**src/encoder_angle_tracking_observer_defines.svh**
```systemverilog
// Assertion macros for the encoder angle tracking observer.
`ifndef ENCODER_ANGLE_TRACKING_OBSERVER_DEFINES_SVH
`define ENCODER_ANGLE_TRACKING_OBSERVER_DEFINES_SVH

// same-cycle implication
`define EATO_ASSERT_NOW(label, clk, rstn, ante, cons) \
    label: assert property (@(posedge clk) disable iff (!(rstn)) (ante) |-> (cons)) \
        else $error("eato: same-cycle check failed");

// next-cycle implication
`define EATO_ASSERT_NEXT(label, clk, rstn, ante, cons) \
    label: assert property (@(posedge clk) disable iff (!(rstn)) (ante) |=> (cons)) \
        else $error("eato: next-cycle check failed");

`endif

```
**src/eato_pkg.sv**
```systemverilog
// Shared types, constants and helpers for the encoder angle tracking observer.
`default_nettype none

package eato_pkg;

    localparam int FRAME_W    = 16;
    localparam int ERR_BIT    = 14;
    localparam int CFG_IDX_W  = 3;
    localparam int CFG_DATA_W = 32;
    localparam int CPR_REG_W  = 15;
    localparam int CPR_W      = 17;
    localparam int POS_W      = 48;
    localparam int VEL_W      = 40;
    localparam int TURNS_W    = 32;
    localparam int COUNT_W    = 32;
    localparam int MISSED_W   = 16;
    localparam int OUT_W      = 120;
    localparam int OUT_PAD_W  = 6;

    // multiplier datapath
    localparam int XW         = 50;
    localparam int MAG_W      = 48;
    localparam int HALF_W     = 24;
    localparam int B_W        = 32;
    localparam int PP_W       = HALF_W + B_W;
    localparam int ACC_W      = PP_W + HALF_W;
    localparam int CAP_BITS   = 50;
    localparam int RES_W      = CAP_BITS + 2;
    localparam int LONG_SHIFT = 32;
    localparam int SUM_W      = RES_W + 1;
    localparam int DB_W       = 64;
    localparam int DB_SHIFT   = 17;
    localparam int VCOR_SHIFT = 8;

    localparam logic [CFG_IDX_W-1:0] CFG_COUNTS_PER_REV = 3'd0;
    localparam logic [CFG_IDX_W-1:0] CFG_STEP_TIME      = 3'd1;
    localparam logic [CFG_IDX_W-1:0] CFG_POS_GAIN       = 3'd2;
    localparam logic [CFG_IDX_W-1:0] CFG_VEL_GAIN       = 3'd3;
    localparam logic [CFG_IDX_W-1:0] CFG_INV_CPR        = 3'd4;

    localparam logic [CPR_REG_W-1:0]  CPR_RESET       = 15'd16384;
    localparam logic [CFG_DATA_W-1:0] STEP_TIME_RESET = 32'd429497;
    localparam logic [CFG_DATA_W-1:0] POS_GAIN_RESET  = 32'd3355443;
    localparam logic [CFG_DATA_W-1:0] VEL_GAIN_RESET  = 32'd6553600;
    localparam logic [CFG_DATA_W-1:0] INV_CPR_RESET   = 32'd262144;

    localparam logic [MISSED_W-1:0] MISSED_MAX = 16'hFFFF;

    typedef enum logic [2:0] {
        S_IDLE,
        S_ISSUE,
        S_WAIT,
        S_REM,
        S_UNWRAP,
        S_ERR,
        S_FINISH
    } state_t;

    typedef enum logic [2:0] {
        OP_PRED,
        OP_PCOR,
        OP_VCOR,
        OP_POUT,
        OP_VOUT
    } op_t;

    typedef enum logic [2:0] {
        MP_IDLE,
        MP_LO,
        MP_HI,
        MP_SUM,
        MP_OUT
    } mul_phase_t;

    typedef struct packed {
        logic                  start;
        logic                  short_shift;
        logic [B_W-1:0]        b;
        logic signed [XW-1:0]  x;
    } mul_req_t;

    typedef struct packed {
        logic                    done;
        logic signed [RES_W-1:0] result;
    } mul_rsp_t;

    typedef struct packed {
        logic               start;
        logic [CPR_W-1:0]   divisor;
        logic [FRAME_W-1:0] dividend;
    } rem_req_t;

    typedef struct packed {
        logic             done;
        logic [CPR_W-1:0] remainder;
    } rem_rsp_t;

    function automatic logic signed [SUM_W-1:0] sat_w(input logic signed [SUM_W-1:0] v,
                                                      input int unsigned w);
        logic signed [SUM_W-1:0] hi;
        logic signed [SUM_W-1:0] lo;
        hi = signed'((SUM_W'(1) << (w - 1)) - SUM_W'(1));
        lo = ~hi;
        return (v > hi) ? hi : ((v < lo) ? lo : v);
    endfunction

endpackage

`default_nettype wire

```
**src/eato_mul.sv**
```systemverilog
// Shared sign-magnitude multiplier: 48x32 in two 24x32 halves, shift, cap, sign.
`default_nettype none

module eato_mul
    import eato_pkg::*;
#(
    parameter int FRAC_BITS = 16
) (
    input  wire logic     aclk,
    input  wire logic     aresetn,
    input  wire mul_req_t req,
    output mul_rsp_t      rsp
);

    localparam int SHORT_SHIFT = 24 - FRAC_BITS;
    localparam logic [ACC_W-1:0] CAP = ACC_W'(1) << CAP_BITS;

    mul_phase_t              phase_reg;
    mul_phase_t              phase_next;
    logic [MAG_W-1:0]        mag_reg;
    logic                    neg_reg;
    logic [B_W-1:0]          b_reg;
    logic                    short_reg;
    logic [PP_W-1:0]         pp_reg;
    logic [ACC_W-1:0]        acc_reg;
    logic signed [RES_W-1:0] res_reg;
    logic                    done_reg;

    logic [XW-1:0]           x_abs;
    logic [PP_W-1:0]         pp_next;
    logic [ACC_W-1:0]        acc_shift;
    logic [CAP_BITS:0]       mag_cap;
    logic signed [RES_W-1:0] res_next;

    always_comb begin
        x_abs     = req.x[XW-1] ? -req.x : req.x;
        pp_next   = (phase_reg == MP_LO) ? mag_reg[HALF_W-1:0] * b_reg
                                         : mag_reg[MAG_W-1:HALF_W] * b_reg;
        acc_shift = short_reg ? (acc_reg >> SHORT_SHIFT) : (acc_reg >> LONG_SHIFT);
        mag_cap   = (acc_shift > CAP) ? CAP[CAP_BITS:0] : acc_shift[CAP_BITS:0];
        res_next  = neg_reg ? -signed'({1'b0, mag_cap}) : signed'({1'b0, mag_cap});
    end

    always_comb begin
        case (phase_reg)
            MP_IDLE: phase_next = req.start ? MP_LO : MP_IDLE;
            MP_LO:   phase_next = MP_HI;
            MP_HI:   phase_next = MP_SUM;
            MP_SUM:  phase_next = MP_OUT;
            MP_OUT:  phase_next = MP_IDLE;
            default: phase_next = MP_IDLE;
        endcase
    end

    always_ff @(posedge aclk) begin
        if (!aresetn) begin
            phase_reg <= MP_IDLE;
            done_reg  <= 1'b0;
        end else begin
            phase_reg <= phase_next;
            done_reg  <= (phase_reg == MP_OUT);
        end
    end

    always_ff @(posedge aclk) begin
        case (phase_reg)
            MP_IDLE: begin
                if (req.start) begin
                    mag_reg   <= x_abs[MAG_W-1:0];
                    neg_reg   <= req.x[XW-1];
                    b_reg     <= req.b;
                    short_reg <= req.short_shift;
                end
            end
            MP_LO: begin
                pp_reg <= pp_next;
            end
            MP_HI: begin
                acc_reg <= ACC_W'(pp_reg);
                pp_reg  <= pp_next;
            end
            MP_SUM: begin
                acc_reg <= acc_reg + {pp_reg, HALF_W'(0)};
            end
            MP_OUT: begin
                res_reg <= res_next;
            end
            default: ;
        endcase
    end

    assign rsp = '{done: done_reg, result: res_reg};

endmodule

`default_nettype wire

```
**config.mk**
```make
export PLATFORM = sky130hd
export DESIGN_NAME = eato_mul
export DESIGN_NICKNAME = d
export VERILOG_FILES = /design/src/encoder_angle_tracking_observer_defines.svh /design/src/eato_pkg.sv /design/src/eato_mul.sv
export SDC_FILE = /design/constraint.sdc
export NUM_CORES = 2
export LEC_CHECK = 0
export CORE_ASPECT_RATIO = 1.4
export CORE_MARGIN = 10
export CORE_UTILIZATION = 50
export CTS_BUF_LIST = sky130_fd_sc_hd__clkbuf_8
export CTS_CLUSTER_DIAMETER = 100
export DETAILED_ROUTE_END_ITERATION = 8
export DONT_BUFFER_PORTS = 1
export HOLD_SLACK_MARGIN = 0.03
export SETUP_SLACK_MARGIN = 0.4
export SLEW_MARGIN = 10
export SYNTH_ARGS = -nofsm -noshare
export SYNTH_HDL_FRONTEND = slang
export SYNTH_SLANG_ARGS = --single-unit
```
**constraint.sdc**
```tcl
create_clock -name aclk -period 14.19 [get_ports aclk]
set_clock_uncertainty 0.15 [all_clocks]
set_input_delay 2.838 -clock aclk [delete_from_list [all_inputs] [get_ports aclk]]
set_output_delay 2.838 -clock aclk [all_outputs]
set_load 0.01 [all_outputs]
```
==> metrics.yaml <==
outcome:
  status: "completed"
worst_hold_path:
  hold_class: "reg -> reg"
global_routing:
  grt_first_pass_wirelength_microns: 304000
  antenna_found_initial: 11
  grt_max_degree: 75
  track_usage: 0.265
  grt_overflow: 0
  grt_pass1_vias: 52900
yosys:
  synth-simple-area-share: 0.178
  synthAdderAreaFrac: 0.480
  syn-instance-count: 7288
  synthMuxAreaShare: 0.00951
  synth_common_cells: "1493 x inv_1, 1317 x fa_1, 1000 x nand2_1"
  synth_top_family_by_area: "adder cells"
  synth_most_common_cell: "inv_1"
  syn-num-nets: 9112
  synth_area_leaders: "fa_1 40%, edfxtp_1 12%, inv_1 8.5%"
  synth_compound_gate_area_share: 0.0746
  yosysTopAreaCell: "fa_1"
  yosysUniqueCellTypes: 97
  synth_top_area_share: 0.400
  ys_warn_count: 0
  synth_xor_area_frac: 0.0275
  synth_edf_count: 262
  syn_avg_cell_area_sq_um: 9.04
  yosysSeqAreaShare: 0.121
  ys_ff_latch: 266
  dominantRegCellSynth: "edfxtp_1"
  syn_area_sq_mm: 0.0659
  synth_async_sr_flop_share: 0
worst_setup_path:
  arrival_ns: 10.29
  rr_worst_depth: 22
  rr_startpoint: "b_reg[15]$_DFFE_PP_"
  r2r-end: "pp_reg[47]$_DFFE_PP_"
  crit_fanout: 31
  endpoint: "pp_reg[47]$_DFFE_PP_"
  cp-startpoint: "b_reg[15]$_DFFE_PP_"
  cp-start-kind: "flip-flop"
  required_ns: 14.42
  endpoint_kind: "flip-flop"
  crit_type: "reg -> reg"
  r2r_setup_slack_ns: 4.13
layout:
  area_growth_pct: 3.96
  finalNetCount: 8859
  layout-drive-gt1-share: 0.0348
  largest_reg_flops: 72
  fill_cells: 12400
sta:
  period_needed_ns: 10.06
  setup_violations: 0
  slew_headroom: 0.183
  min_period_over_period: 0.709
  finalHoldViolations: 0
  worstMarginPinSlew_ns: 1.22
  rsz0062_at_grt: "no"
  finalMaxSlewViolations: 0
  max_freq_mhz: 99.4
  fin_tns_setup_ns: 0
floorplanning:
  core-area_sq_mm: 0.131
  die_area_sq_mm: 0.147
  placementRows: 157
  ioPinCount: 139
  start_util: 0.504
  die_x_microns: 327
  die_h_microns: 450
clock_tree:
  cts_resized: 0
  cts_inserted_buffers: 51
  cts_hold_buf: 0
  cts_root_buf: "clkbuf_8"
  cts_tree: "done"
  postCtsSetupRepairBufs: 0
  clk_path_buf_depth: 3
  cts.sinks: 266
  clk_latency_ns: 0.73
  htree_levels: 2
  clk_pin_slew_ns: 0.06
routing:
  drc_errors: 0
  final_antenna_net_count: 0
  drt_iter0_drc: 3118
  wl_met1_microns: 73400
  dr_wl_met3_microns: 13400
  wl_per_cell_microns: 21.8
  vias: 49400
  met2_length_microns: 94000
  top_layer: "met5"
  dr.pass1.iters: 6
  drt-total-wl_microns: 192000
  via_per_inst: 5.59
placement:
  post-dp-hpwl_microns: 149000
  port_buffers: 0
  gp_congestion: 0.930
job:
  cap_violations: 0
-- layer usage --
layer  vias up  global-route usage
met5         -                   0
met4         2               0.131
met3       478              0.0487
met1     25400               0.317
met2      1738               0.455
li1      21800                   -
-- critical path: stages, from the launching register on --
cell      delay (ns)
edfxtp_1        1.11
buf_4           0.59
nand2_1         0.15
fa_1            0.55
inv_1           0.05
fa_1            0.56
fa_1            0.43
fa_1            0.57
fa_1            0.44
fa_1            0.51
inv_1           0.06
fa_1            0.48
inv_1           0.04
ha_1            0.42
nand3_1         0.20
nor4_1          0.59
o21ai_0         0.18
a211oi_1        0.82
o311ai_0        0.40
nand2b_1        0.30
a31oi_1         0.13
xor2_1          0.65
mux2i_1         0.33
-- metrics by stage --
step / cell area [sq um] / hold WS [ns] / std cells / worst slack, ns / utilization
6_report: 68500 / 0.403 / 8831 / 4.13 / 0.524
5_1_grt: 68500 / 0.406 / 8825 / 4.07 / 0.524
4_1_cts: 68500 / 0.376 / 8824 / 4.44 / 0.524
3_5_place_dp: 67300 / 0.393 / 8731 / 4.40 / 0.515
3_3_place_gp: 67300 / 0.397 / 8731 / 4.40 / 0.515
2_1_floorplan: 65900 / 0.374 / 7288 / 2.09 / -
-- layout by cell type, fill, tap and decap left out, drive strengths merged, types with 22 or more instances in the layout --
cell | synthesis | layout
a21o | 89 | 89
a21oi | 222 | 222
a31oi | 28 | 28
and2 | 798 | 798
and3 | 22 | 22
buf | 37 | 108
clkbuf | 377 | 51
clkinv | 0 | 24
edfxtp | 262 | 262
fa | 1317 | 1317
ha | 421 | 421
inv | 1493 | 1500
mux2i | 52 | 52
nand2 | 1000 | 1000
nand2b | 27 | 27
nand3 | 60 | 60
nand4 | 46 | 46
nor2 | 174 | 174
nor2b | 22 | 22
nor3 | 72 | 72
nor4 | 27 | 27
o211ai | 24 | 24
o21a | 28 | 28
o21ai | 192 | 192
o21bai | 29 | 29
o31ai | 37 | 37
xnor2 | 146 | 146
xor2 | 61 | 61
-- how the worst min path moves through the flow --
stage / startpoint / end / slack (ns) / cells past startpoint
2_1_floorplan: pp_reg[24]$_DFFE_PP_ / acc_reg[24]$_DFFE_PP_ / 0.37 / 2
3_3_place_gp: pp_reg[21]$_DFFE_PP_ / acc_reg[21]$_DFFE_PP_ / 0.40 / 1
3_5_place_dp: pp_reg[22]$_DFFE_PP_ / acc_reg[22]$_DFFE_PP_ / 0.39 / 1
4_1_cts: pp_reg[38]$_DFFE_PP_ / acc_reg[38]$_DFFE_PP_ / 0.38 / 2
5_1_grt: pp_reg[38]$_DFFE_PP_ / acc_reg[38]$_DFFE_PP_ / 0.41 / 2
6_report: pp_reg[38]$_DFFE_PP_ / acc_reg[38]$_DFFE_PP_ / 0.40 / 2
-- area by class of cell --
class | instances | area, sq um | area share
multi-input cells | 5115 | 50800 | 0.741
inverters | 1493 | 5600 | 0.0818
clock buffers | 51 | 702 | 0.0102
repair buffers | 108 | 811 | 0.0118
flip-flops and latches | 266 | 7950 | 0.116
clock inverters | 42 | 469 | 0.00685
well taps | 1749 | 2190 | 0.0319
diodes | 7 | 17.5 | 0.000256
-- kinds of logic after synthesis --
| logic type | after synthesis |
|---|---|
| buf+inv | 1907 |
| xor+xnor | 207 |
| mux | 60 |
| flops | 266 |
| simple gates | 2334 |
| fa+ha+maj | 1738 |
| compound gates | 776 |
Power is not shown: default switching activity piles up to over one toggle a cycle in this logic, so the estimate is an artifact.
