**config.mk**
```make
export PLATFORM = sky130hd
export DESIGN_NAME = eato_rem
export DESIGN_NICKNAME = d
export VERILOG_FILES = /design/src/encoder_angle_tracking_observer_defines.svh /design/src/eato_pkg.sv /design/src/eato_rem.sv
export SDC_FILE = /design/constraint.sdc
export NUM_CORES = 1
export LEC_CHECK = 0
export BUFFER_PORTS_ARGS = -buffer_cell sky130_fd_sc_hd__buf_2
export CAP_MARGIN = 20
export CORE_MARGIN = 2
export CORE_UTILIZATION = 61
export DETAILED_ROUTE_END_ITERATION = 12
export PLACE_DENSITY = 0.86
export SLEW_MARGIN = 40
export SYNTH_ARGS = -nofsm -noshare
export SYNTH_HDL_FRONTEND = slang
export SYNTH_SLANG_ARGS = --single-unit
```
**constraint.sdc**
```tcl
create_clock -name aclk -period 6.25 [get_ports aclk]
set_input_delay 0.625 -clock aclk [delete_from_list [all_inputs] [get_ports aclk]]
set_output_delay 0.625 -clock aclk [all_outputs]
set_load 0.05 [all_outputs]
```
**src/encoder_angle_tracking_observer_defines.svh**
```systemverilog
// Assertion macros for the encoder angle tracking observer.
`ifndef ENCODER_ANGLE_TRACKING_OBSERVER_DEFINES_SVH
`define ENCODER_ANGLE_TRACKING_OBSERVER_DEFINES_SVH

// same-cycle implication
`define EATO_ASSERT_NOW(label, clk, rstn, ante, cons) \
    label: assert property (@(posedge clk) disable iff (!(rstn)) (ante) |-> (cons)) \
        else $error("eato: same-cycle check failed");

// next-cycle implication
`define EATO_ASSERT_NEXT(label, clk, rstn, ante, cons) \
    label: assert property (@(posedge clk) disable iff (!(rstn)) (ante) |=> (cons)) \
        else $error("eato: next-cycle check failed");

`endif

```
**src/eato_pkg.sv**
```systemverilog
// Shared types, constants and helpers for the encoder angle tracking observer.
`default_nettype none

package eato_pkg;

    localparam int FRAME_W    = 16;
    localparam int ERR_BIT    = 14;
    localparam int CFG_IDX_W  = 3;
    localparam int CFG_DATA_W = 32;
    localparam int CPR_REG_W  = 15;
    localparam int CPR_W      = 17;
    localparam int POS_W      = 48;
    localparam int VEL_W      = 40;
    localparam int TURNS_W    = 32;
    localparam int COUNT_W    = 32;
    localparam int MISSED_W   = 16;
    localparam int OUT_W      = 120;
    localparam int OUT_PAD_W  = 6;

    // multiplier datapath
    localparam int XW         = 50;
    localparam int MAG_W      = 48;
    localparam int HALF_W     = 24;
    localparam int B_W        = 32;
    localparam int PP_W       = HALF_W + B_W;
    localparam int ACC_W      = PP_W + HALF_W;
    localparam int CAP_BITS   = 50;
    localparam int RES_W      = CAP_BITS + 2;
    localparam int LONG_SHIFT = 32;
    localparam int SUM_W      = RES_W + 1;
    localparam int DB_W       = 64;
    localparam int DB_SHIFT   = 17;
    localparam int VCOR_SHIFT = 8;

    localparam logic [CFG_IDX_W-1:0] CFG_COUNTS_PER_REV = 3'd0;
    localparam logic [CFG_IDX_W-1:0] CFG_STEP_TIME      = 3'd1;
    localparam logic [CFG_IDX_W-1:0] CFG_POS_GAIN       = 3'd2;
    localparam logic [CFG_IDX_W-1:0] CFG_VEL_GAIN       = 3'd3;
    localparam logic [CFG_IDX_W-1:0] CFG_INV_CPR        = 3'd4;

    localparam logic [CPR_REG_W-1:0]  CPR_RESET       = 15'd16384;
    localparam logic [CFG_DATA_W-1:0] STEP_TIME_RESET = 32'd429497;
    localparam logic [CFG_DATA_W-1:0] POS_GAIN_RESET  = 32'd3355443;
    localparam logic [CFG_DATA_W-1:0] VEL_GAIN_RESET  = 32'd6553600;
    localparam logic [CFG_DATA_W-1:0] INV_CPR_RESET   = 32'd262144;

    localparam logic [MISSED_W-1:0] MISSED_MAX = 16'hFFFF;

    typedef enum logic [2:0] {
        S_IDLE,
        S_ISSUE,
        S_WAIT,
        S_REM,
        S_UNWRAP,
        S_ERR,
        S_FINISH
    } state_t;

    typedef enum logic [2:0] {
        OP_PRED,
        OP_PCOR,
        OP_VCOR,
        OP_POUT,
        OP_VOUT
    } op_t;

    typedef enum logic [2:0] {
        MP_IDLE,
        MP_LO,
        MP_HI,
        MP_SUM,
        MP_OUT
    } mul_phase_t;

    typedef struct packed {
        logic                  start;
        logic                  short_shift;
        logic [B_W-1:0]        b;
        logic signed [XW-1:0]  x;
    } mul_req_t;

    typedef struct packed {
        logic                    done;
        logic signed [RES_W-1:0] result;
    } mul_rsp_t;

    typedef struct packed {
        logic               start;
        logic [CPR_W-1:0]   divisor;
        logic [FRAME_W-1:0] dividend;
    } rem_req_t;

    typedef struct packed {
        logic             done;
        logic [CPR_W-1:0] remainder;
    } rem_rsp_t;

    function automatic logic signed [SUM_W-1:0] sat_w(input logic signed [SUM_W-1:0] v,
                                                      input int unsigned w);
        logic signed [SUM_W-1:0] hi;
        logic signed [SUM_W-1:0] lo;
        hi = signed'((SUM_W'(1) << (w - 1)) - SUM_W'(1));
        lo = ~hi;
        return (v > hi) ? hi : ((v < lo) ? lo : v);
    endfunction

endpackage

`default_nettype wire

```
**src/eato_rem.sv**
```systemverilog
// Restoring remainder unit, one dividend bit per cycle, for the angle wrap.
`default_nettype none

module eato_rem
    import eato_pkg::*;
#(
    parameter int ANGLE_BITS = 14
) (
    input  wire logic     aclk,
    input  wire logic     aresetn,
    input  wire rem_req_t req,
    output rem_rsp_t      rsp
);

    localparam int CNT_W = $clog2(ANGLE_BITS + 1);

    logic [CNT_W-1:0]      cnt_reg;
    logic                  done_reg;
    logic [CPR_W-1:0]      rem_reg;
    logic [ANGLE_BITS-1:0] dq_reg;
    logic [CPR_W-1:0]      div_reg;

    logic [CPR_W:0]        trial;
    logic [CPR_W:0]        trial_sub;
    logic                  fits;

    always_comb begin
        trial     = {rem_reg, dq_reg[ANGLE_BITS-1]};
        fits      = trial >= {1'b0, div_reg};
        trial_sub = trial - {1'b0, div_reg};
    end

    always_ff @(posedge aclk) begin
        if (!aresetn) begin
            cnt_reg  <= '0;
            done_reg <= 1'b0;
        end else begin
            done_reg <= (cnt_reg == CNT_W'(1));
            if (req.start) begin
                cnt_reg <= CNT_W'(ANGLE_BITS);
            end else if (cnt_reg != '0) begin
                cnt_reg <= cnt_reg - CNT_W'(1);
            end
        end
    end

    always_ff @(posedge aclk) begin
        if (req.start) begin
            rem_reg <= '0;
            dq_reg  <= req.dividend[ANGLE_BITS-1:0];
            div_reg <= req.divisor;
        end else if (cnt_reg != '0) begin
            rem_reg <= fits ? trial_sub[CPR_W-1:0] : trial[CPR_W-1:0];
            dq_reg  <= dq_reg << 1;
        end
    end

    assign rsp = '{done: done_reg, remainder: rem_reg};

endmodule

`default_nettype wire

```
==> results of run 1 <==
[cell families after synthesis]
logic type                 count (synthesis)
DFF                                       53
buffers and inverters                     38
and+or+nand+nor                           89
adders and majority gates                 18
muxes                                     21
xor gates and xnor gates                   8
AOI/OAI and AO/OA                         86
[cells in the final DEF (no fill, tap or decap), types with 5 or more instances in the layout]
master     n
a211oi_1  11
a21o_1     6
a21oi_1   19
a311oi_1   5
buf_2     51
clkbuf_8   5
dfxtp_1   22
edfxtp_1  31
ha_1      17
inv_1     26
mux2_2    14
mux2i_1    7
nand2_1   21
nand3_1    5
nor2_1    29
nor3_1     5
o21ai_0   14
xnor2_1    7
[cell type report]
| type | count | area [um^2] |
|---|---|---|
| multi-input cells | 222 | 1640 |
| clock inverters | 3 | 17.5 |
| inverters | 26 | 97.6 |
| well taps | 70 | 87.6 |
| repair buffers | 53 | 270 |
| clock buffers | 5 | 68.8 |
| fillers | 390 | 1520 |
| flip-flops and latches | 53 | 1370 |
[worst max-delay path, delay by kind of cell (launching register included)]
kind,cells,cell delay (ns)
muxes,1,0.38
DFF,1,0.37
buffers and inverters,3,0.50
AOI/OAI and AO/OA,5,1.23
adders and majority gates,2,0.57
[per-layer routing]
layer | part of all wire [%] | vias to the layer above | routed length [um]
met5 | 0 | - | 0
met4 | 2.0 | 0 | 134
met3 | 3.9 | 15 | 268
met2 | 51 | 71 | 3490
met1 | 43 | 1258 | 2940
li1 | - | 1268 | -
[where the power goes]
part	leakage [nW]	switching, mW	internal, mW
Clock	0.0455	0.113	0.0778
Combinational	1.01	0.407	0.232
Sequential	0.495	0.0470	0.427
Total	1.55	0.568	0.736
[worst min-delay path by stage]
| stage | startpoint | end | slack (ns) | cells past startpoint |
|---|---|---|---|---|
| after floorplan | cnt_reg[0] | cnt_reg[0] | 0.49 | 1 |
| after global placement | rem_reg[11] | rem_reg[12] | 0.52 | 2 |
| after detailed placement | rem_reg[15] | rem_reg[16] | 0.52 | 2 |
| after CTS | req[26] | div_reg[10] | 0.48 | 1 |
| after global routing | req[30] | div_reg[14] | 0.47 | 1 |
| final | req[26] | div_reg[10] | 0.49 | 1 |
==> key figures, run 1 <==
Timing
  – Fin. max-slew vios: 0
  – FMAX: 0.316 GHz
  – Final Hold Vio Count: 0
  – Setup violators final: 0
  – Tmin final: 3.16 ns
  – Rel. slew slack: 52.4%
  – Setup_tns: 0 ns
  – Worst-margin pin slew: 0.707 ns
  – Final cycle utilization of the critical path: 50.6%
  – Min Hold Slack: 0.486 ns
  – Unrepaired setup endpoints after global routing: no
  – Layout Skew: 0.00602 ns
  – Final setup margin: 3.09 ns

Global routing
  – Number of global-route vias before repair: 2,526
  – GRT overflow: 0
  – Largest net degree at the start of global routing: 51
  – GR Util met2: 42.8%
  – GRT met1 Usage: 32.0%
  – First-pass GRT wire length: 11,800 um
  – GRT Total Usage: 25.0%
  – Met3 usage: 3.32%
  – GR peak layer: met2
  – Initial antenna violation count: 0

Min path
  – Hold Path Class: input pin to flip-flop

CTS
  – CTS tree: done
  – Clk_lat worst skew: 0.31 ns
  – Post-cts resize count: 0
  – Clk buf depth: 2
  – CTS Buf Count: 5
  – Root Driver: clkbuf_8
  – Post-CTS setup buffers: 0
  – Count of hold-fix buffers inserted at cts: 0
  – Clock transition at path regs: 0.10 ns
  – H-tree levels: 2
  – Clock tree sinks: 53

Critical path
  – CP max stage cell: fa_1
  – Required @ worst endpoint: 6.46 ns
  – Critical path's largest stage delay: 0.40 ns
  – Reg2Reg Depth: 11
  – Arrival @ worst endpoint: 3.37 ns
  – Reg2Reg Setup Slack: 3.09 ns
  – CP Max Fanout: 27
  – Reg-to-Reg End: rem_reg[0]
  – Crit-path cells: inv_1, ha_1, inv_1, fa_1, a21o_1, o211ai_1, o2111ai_2, a2111oi_4, buf_4, mux2_2, a211oi_1
  – Most frequent CP cell: inv_1
  – Worst reg2reg startpoint: dq_reg[13]
  – Crit Path Category: flip-flop to flip-flop
  – Crit end category: flip-flop
  – Crit start category: flip-flop
  – Crit path from: dq_reg[13]
  – Setup crit end: rem_reg[0]

Yosys
  – Compound-gate portion of the synthesized area: 20.9%
  – Leading cell types by count after synthesis: 31 x edfxtp_1, 29 x nor2_1, 26 x inv_1
  – Syn Inst Count: 313
  – XOR/XNOR Fraction of Synth Area: 2.20%
  – Largest family of logic cells by synthesized area: compound AO/OA/AOI/OAI gates
  – Yosys cell types: 55
  – Sequential area share after synthesis: 43.1%
  – Syn_area_per_cell: 10.2 um^2
  – Top post-synthesis cells by area: edfxtp_1 29%, dfxtp_1 14%, ha_1 6.7%
  – Ys Warns: 0
  – Synth Register Bits: 53
  – FFs w/ async S/R, synth: 0%
  – Synth Flop Type: edfxtp_1
  – Yosys top cell area share: 29.3%
  – Most common cell in the netlist: edfxtp_1
  – Mapped Nets: 367
  – Area leader, netlist: edfxtp_1
  – Adder-Cell Fraction of Synth Area: 7.32%
  – Post-synthesis mux area share: 7.16%
  – Post-synthesis simple-gate area fraction: 13.8%
  – EDFF count, synth: 31
  – Post-Syn Area: 0.00318 mm^2

Pwr
  – Pwr Density: 367 mW/mm^2
  – Peak supply drop: 0.000176 V
  – Leak pwr: 1.55 nW
  – Total power: 1.30 mW

Finish
  – Finished Layout Cells: 432
  – # diodes: 0
  – Final Instance Area: 0.00355 mm^2
  – Ratio of cells with drive above 1 in the final layout: 23.2%
  – Final Util: 70.0%
  – Final nets: 415
  – Syn-to-layout area delta: 11.7%

Die
  – Rows: 26
  – IO Count: 54
  – Initial core utilization: 62.7%
  – Core area: 0.00507 mm^2
  – Die Y: 76.2 um
  – Die area: 0.00581 mm^2
  – DIE WIDTH: 76.2 um

Route
  – Post-DR vias/cell: 6.05
  – Routed Antenna Nets: 0
  – First-pass DRT Iterations: 4
  – # DRC: 0
  – WL final: 6830 um
  – 1st-iter DRT viols: 243
  – DR vias: 2,612
  – Drt wl/cell: 15.8 um

Place
  – DP Worst Slack: 3.20 ns
  – Dpl cell area: 0.00346 mm^2
  – Placed cells: 424
  – Final Wtd Congestion: 0.964
  – I/O Buffers: 51
  – Hpwl dp: 5090 um

Outcome
  – Status: complete, no violations

Flow run
  – Maxcap violations: 0
Note: power is estimated with default switching activity, not from simulation.
==> run 2, diff against run 1 <==
CORE_UTILIZATION = 56   (was 61)
PLACE_DENSITY = 0.8   (was 0.86)
clock period = 3.25 ns   (was 6.25 ns; I/O delays follow)
==> run 2 against run 1 <==
Compared with the run above:
- sequential power rose by 92%
- utilization fell by 4.8 points
- sequential share of layout area fell by 0.40 points
- first-iteration DRC count fell by 46%
- design area rose by 1.1%
- flip-flop and latch count did not move
- clock-buffer cell count did not move
==> key figures, run 2 (same netlist as run 1, synthesis figures left out) <==
Finish
  – # diodes: 0 (unchanged)
  – Final nets: 420 (+1.2%)
  – Finished Layout Cells: 439 (+1.6%)
  – Ratio of cells with drive above 1 in the final layout: 24.3% (+1.0 points)
  – Syn-to-layout area delta: 12.9%
  – Most frequent cells in the layout: 51 x buf_2, 31 x edfxtp_1, 29 x nor2_1
  – Most common cell after layout, fill and taps aside: buf_2
  – Final Util: 65.2% (-4.8 points)

Timing
  – Layout Skew: 0.00892 ns (+0.00290 ns)
  – Fin. max-slew vios: 0 (unchanged)
  – Tmin final: 2.93 ns (-0.227 ns)
  – Rel. slew slack: 53.7% (+1.3 points)
  – Unrepaired setup endpoints after global routing: no
  – Setup violators final: 0 (unchanged)
  – FMAX: 0.341 GHz (+7.7%)
  – Setup_tns: 0 ns (unchanged)
  – Worst-margin pin slew: 0.688 ns (-0.0193 ns)
  – Final Hold Vio Count: 0 (unchanged)
  – Final cycle utilization of the critical path: 90.3% (+40 points)

Pwr
  – Flop pwr share: 36.1% (-0.2 points)
  – Clk network pwr share: 14.3% (-0.4 points)
  – Leak pwr: 1.57 nW (+1.3%)
  – Gate power share: 49.7% (+0.7 points)
  – Peak supply drop: 0.000373 V (+110%)
  – Sw Pwr: 1.08 mW (+91%)
  – P_int: 1.44 mW (+96%)
  – Switching Share: 42.9% (-0.59 points)
  – Pwr Density: 703 mW/mm^2 (+92%)

Place
  – Final Wtd Congestion: 0.930 (-3.5%)
  – I/O Buffers: 51 (unchanged)
  – Hpwl dp: 5150 um (+1.1%)
  – Placed cells: 431 (+1.7%)

CTS
  – Clk buf depth: 2 (unchanged)
  – Post-cts resize count: 0 (unchanged)
  – H-tree levels: 2 (unchanged)
  – Clk_lat worst skew: 0.30 ns (about the same)
  – Clock tree sinks: 53 (unchanged)
  – Root Driver: clkbuf_8
  – CTS tree: done
  – CTS Buf Count: 5 (unchanged)
  – Count of hold-fix buffers inserted at cts: 0 (unchanged)
  – Post-CTS setup buffers: 0 (unchanged)
  – Clock transition at path regs: 0.09 ns (about the same)

Global routing
  – Met3 usage: 3.86% (+0.55 points)
  – GRT overflow: 0 (unchanged)
  – GRT met1 Usage: 28.6% (-3.4 points)
  – First-pass GRT wire length: 11,100 um (-5.8%)
  – GR Util met2: 38.1% (-4.7 points)
  – GR peak layer: met2
  – Initial antenna violation count: 0 (unchanged)
  – GRT Total Usage: 22.5% (-2.5 points)
  – Largest net degree at the start of global routing: 50 (-2.0%)
  – Number of global-route vias before repair: 2,461 (-2.6%)

Route
  – Routed Antenna Nets: 0 (unchanged)
  – 1st-iter DRT viols: 132 (-46%)
  – # DRC: 0 (unchanged)
  – DR vias: 2,553 (-2.3%)
  – Drt wl/cell: 15.4 um (-2.8%)
  – Post-DR vias/cell: 5.82 (-3.8%)
  – First-pass DRT Iterations: 4 (unchanged)
  – WL final: 6740 um (-1.3%)

Min path
  – Hold depth: 1 (unchanged)
  – Hold Path Class: input pin to flip-flop

Outcome
  – Status: complete, no violations

Die
  – Die area: 0.00630 mm^2 (+8.4%)
  – IO Count: 54 (unchanged)
  – Core area: 0.00551 mm^2 (+8.5%)
  – Initial core utilization: 57.8% (-4.9 points)
  – DIE WIDTH: 79.4 um (+4.1%)
  – Die Y: 79.4 um (+4.1%)
  – Rows: 27 (+3.8%)

Critical path
  – Crit Path Category: flip-flop to flip-flop
  – CP Max Fanout: 4 (-85%)
  – Required @ worst endpoint: 3.42 ns (-3.04 ns)
  – Arrival @ worst endpoint: 3.10 ns (-0.27 ns)
  – Reg2Reg Depth: 11 (unchanged)
  – Crit start category: flip-flop
  – Crit end category: flip-flop

Flow run
  – Maxcap violations: 0 (unchanged)
run 2: final timing paths:
check	startpoint	to	slack, ns
hold reg to reg	rem_reg[11]	rem_reg[12]	0.53
setup / recovery	dq_reg[13]	rem_reg[10]	0.32
hold / removal	req[18]	div_reg[2]	0.19
setup reg to reg	dq_reg[13]	rem_reg[10]	0.32
run 2: cell type report:
| cell class | count | area (um^2) |
|---|---|---|
| Clock inverter | 3 | 17.5 |
| Timing Repair Buffer | 58 | 308 |
| Clock buffer | 5 | 68.8 |
| Fill cell | 445 | 1920 |
| Multi-Input combinational cell | 222 | 1640 |
| Tap cell | 72 | 90.1 |
| Sequential cell | 53 | 1370 |
| Inverter | 26 | 97.6 |
run 2: metrics by stage:
| stage | setup slack, ns | hold slack (ns) | cell area [um^2] | power (mW) |
|---|---|---|---|---|
| floorplan | 0.412 | 0.424 | 3180 | 1.88 |
| finish | 0.316 | 0.188 | 3590 | 2.52 |
| global route | 0.146 | 0.176 | 3590 | 2.67 |
| detailed placement | 0.357 | 0.503 | 3500 | 2.16 |
| global placement | 0.382 | 0.501 | 3500 | 2.13 |
| CTS | 0.331 | 0.177 | 3590 | 2.53 |
run 2: per-layer routing:
metal,vias up,part of all wire (%)
met5,-,0
met3,15,4.7
met4,0,2.6
li1,1278,-
met1,1188,44
met2,72,49
run 2: worst max-delay path: stages (launching register included):
cell and delay, ns:
edfxtp_1 0.36, inv_1 0.08, ha_1 0.15, inv_1 0.05, fa_1 0.40, a21o_1 0.24, o211ai_1 0.22, o2111ai_2 0.20
a2111oi_4 0.51, buf_4 0.22, mux2i_1 0.26, a211oi_1 0.10
run 2: power by group through the flow:
stage	logic [mW]	registers, mW	clock network (mW)
CTS	1.24	0.912	0.374
global placement	1.20	0.925	0
floorplan	0.787	1.10	0
global route	1.36	0.927	0.389
detailed placement	1.24	0.926	0
finish	1.25	0.911	0.360
==> run 3, diff against run 2 <==
CORE_MARGIN = 1   (was 2)
PLACE_DENSITY = 0.82   (was 0.8)
==> run 3 against run 2 <==
Compared with the run above:
- maximum frequency decreased by 0.98%
- wire length is 1.2% higher
- largest power group unchanged
- utilization is 0.11 points lower
- first-iteration DRC count grew 17%
- clock skew is 0.0013 ns lower
- die area is 5.0% lower
- non-clock buffer count decreased by 1
==> key figures, run 3 (same netlist as run 1, synthesis figures left out) <==
Place
  – I/O Buffers: 51 (unchanged)
  – Placed cells: 430 (-0.23%)
  – Hpwl dp: 5120 um (-0.54%)
  – Final Wtd Congestion: 0.900 (-3.2%)

Global routing
  – Initial antenna violation count: 0 (unchanged)
  – GRT overflow: 0 (unchanged)
  – First-pass GRT wire length: 11,300 um (+2.0%)
  – GR Util met2: 40.7% (+2.6 points)
  – Number of global-route vias before repair: 2,395 (-2.7%)
  – Largest net degree at the start of global routing: 35 (-30%)
  – GRT met1 Usage: 31.7% (+3.1 points)
  – GR peak layer: met2
  – Met3 usage: 3.76% (-0.099 points)
  – GRT Total Usage: 24.1% (+1.6 points)

Pwr
  – Switching Share: 43.1% (+0.11 points)
  – Leak pwr: 1.56 nW (-0.72%)
  – Peak supply drop: 0.000339 V (-9.0%)
  – Gate power share: 49.2% (-0.5 points)
  – Clk network pwr share: 14.8% (+0.5 points)
  – Pwr Density: 706 mW/mm^2 (+0.33%)
  – Sw Pwr: 1.09 mW (+0.42%)
  – P_int: 1.44 mW (about the same)
  – Flop pwr share: 36.1% (about the same)

Critical path
  – Crit Path Category: flip-flop to flip-flop
  – Crit end category: flip-flop
  – CP Max Fanout: 9 (+5)
  – Required @ worst endpoint: 3.44 ns (+0.02 ns)
  – Crit start category: flip-flop
  – Arrival @ worst endpoint: 3.15 ns (+0.05 ns)

CTS
  – Count of hold-fix buffers inserted at cts: 0 (unchanged)
  – Clock tree sinks: 53 (unchanged)
  – Root Driver: clkbuf_8
  – Clk buf depth: 2 (unchanged)
  – Post-cts resize count: 0 (unchanged)
  – H-tree levels: 2 (unchanged)
  – Clk_lat worst skew: 0.31 ns (about the same)
  – CTS Buf Count: 5 (unchanged)
  – CTS tree: done
  – Clock transition at path regs: 0.10 ns (about the same)
  – Post-CTS setup buffers: 0 (unchanged)

Die
  – Core area: 0.00551 mm^2 (unchanged)
  – Rows: 27 (unchanged)
  – Die Y: 77.4 um (-2.5%)
  – Initial core utilization: 57.8% (unchanged)
  – IO Count: 54 (unchanged)
  – Die area: 0.00598 mm^2 (-5.0%)
  – DIE WIDTH: 77.4 um (-2.5%)

Timing
  – Unrepaired setup endpoints after global routing: no
  – Setup violators final: 0 (unchanged)
  – Worst-margin pin slew: 0.650 ns (-0.0377 ns)
  – Final cycle utilization of the critical path: 91.2% (+0.89 points)
  – FMAX: 0.338 GHz (-0.98%)
  – Rel. slew slack: 56.3% (+2.5 points)
  – Final Hold Vio Count: 0 (unchanged)
  – Fin. max-slew vios: 0 (unchanged)
  – Setup_tns: 0 ns (unchanged)
  – Tmin final: 2.96 ns (+0.0290 ns)
  – Layout Skew: 0.00764 ns (-0.00128 ns)

Finish
  – Most frequent cells in the layout: 51 x buf_2, 31 x edfxtp_1, 29 x nor2_1
  – Final nets: 419 (-0.24%)
  – Most common cell after layout, fill and taps aside: buf_2
  – Syn-to-layout area delta: 12.7%
  – Final Util: 65.1% (-0.11 points)
  – Finished Layout Cells: 438 (-0.23%)
  – Ratio of cells with drive above 1 in the final layout: 23.8% (-0.48 points)
  – Fill count: 441 (-0.90%)
  – # diodes: 0 (unchanged)

Route
  – WL final: 6830 um (+1.2%)
  – Post-DR vias/cell: 5.83 (+0.27%)
  – First-pass DRT Iterations: 4 (unchanged)
  – Drt wl/cell: 15.6 um (+1.5%)
  – # DRC: 0 (unchanged)
  – Routed Antenna Nets: 0 (unchanged)
  – DR vias: 2,554 (+0.039%)
  – 1st-iter DRT viols: 154 (+17%)

Min path
  – Hold Path Class: input pin to flip-flop

Outcome
  – Status: complete, no violations

Flow run
  – Maxcap violations: 0 (unchanged)
==> run 3: worst max-delay path, stage by stage (launching register included) <==
cell,delay [ns]
edfxtp_1,0.38
inv_1,0.09
ha_1,0.17
inv_1,0.05
fa_1,0.41
a21o_1,0.24
o211ai_1,0.22
o2111ai_2,0.19
a2111oi_4,0.52
buf_4,0.26
mux2i_1,0.22
a211oi_1,0.09
==> run 3: worst paths after layout <==
check	depth (start not counted)	from	slack, ns	end
min	1	req[21]	0.18	div_reg[5]
max	11	dq_reg[13]	0.29	rem_reg[10]
max reg2reg	11	dq_reg[13]	0.29	rem_reg[10]
min reg2reg	2	rem_reg[13]	0.54	rem_reg[14]
==> run 3: metrics by stage <==
stage          power [mW]  cell area (um^2)  setup slack (ns)  hold WS (ns)
6_report             2.53              3580             0.287         0.183
5_1_grt              2.68              3580             0.101         0.169
4_1_cts              2.53              3580             0.285         0.174
3_5_place_dp         2.15              3500             0.340         0.503
3_3_place_gp         2.12              3500             0.412         0.502
2_1_floorplan        1.88              3180             0.412         0.424
==> run 3: routing by layer <==
metal / up-vias / part of all wire, %
met3: 7 / 4.6
met4: 0 / 1.1
met2: 72 / 50
li1: 1273 / -
met1: 1202 / 44
met5: - / 0
==> run 3: power groups by stage <==
stage / Combinational (mW) / Clock (mW) / Sequential [mW]
detailed placement: 1.23 / 0 / 0.925
CTS: 1.23 / 0.385 / 0.910
global route: 1.35 / 0.403 / 0.926
finish: 1.24 / 0.374 / 0.912
floorplan: 0.787 / 0 / 1.10
global placement: 1.19 / 0 / 0.922
==> run 3: cell type report <==
cell class | instances | area, um^2 | area share [%]
clock inverter | 2 | 15.0 | 0.419
inverter | 26 | 97.6 | 2.72
timing repair buffer | 57 | 300 | 8.38
clock buffer | 6 | 72.6 | 2.03
multi-input combinational | 222 | 1640 | 45.7
sequential | 53 | 1370 | 38.3
tap | 72 | 90.1 | 2.51
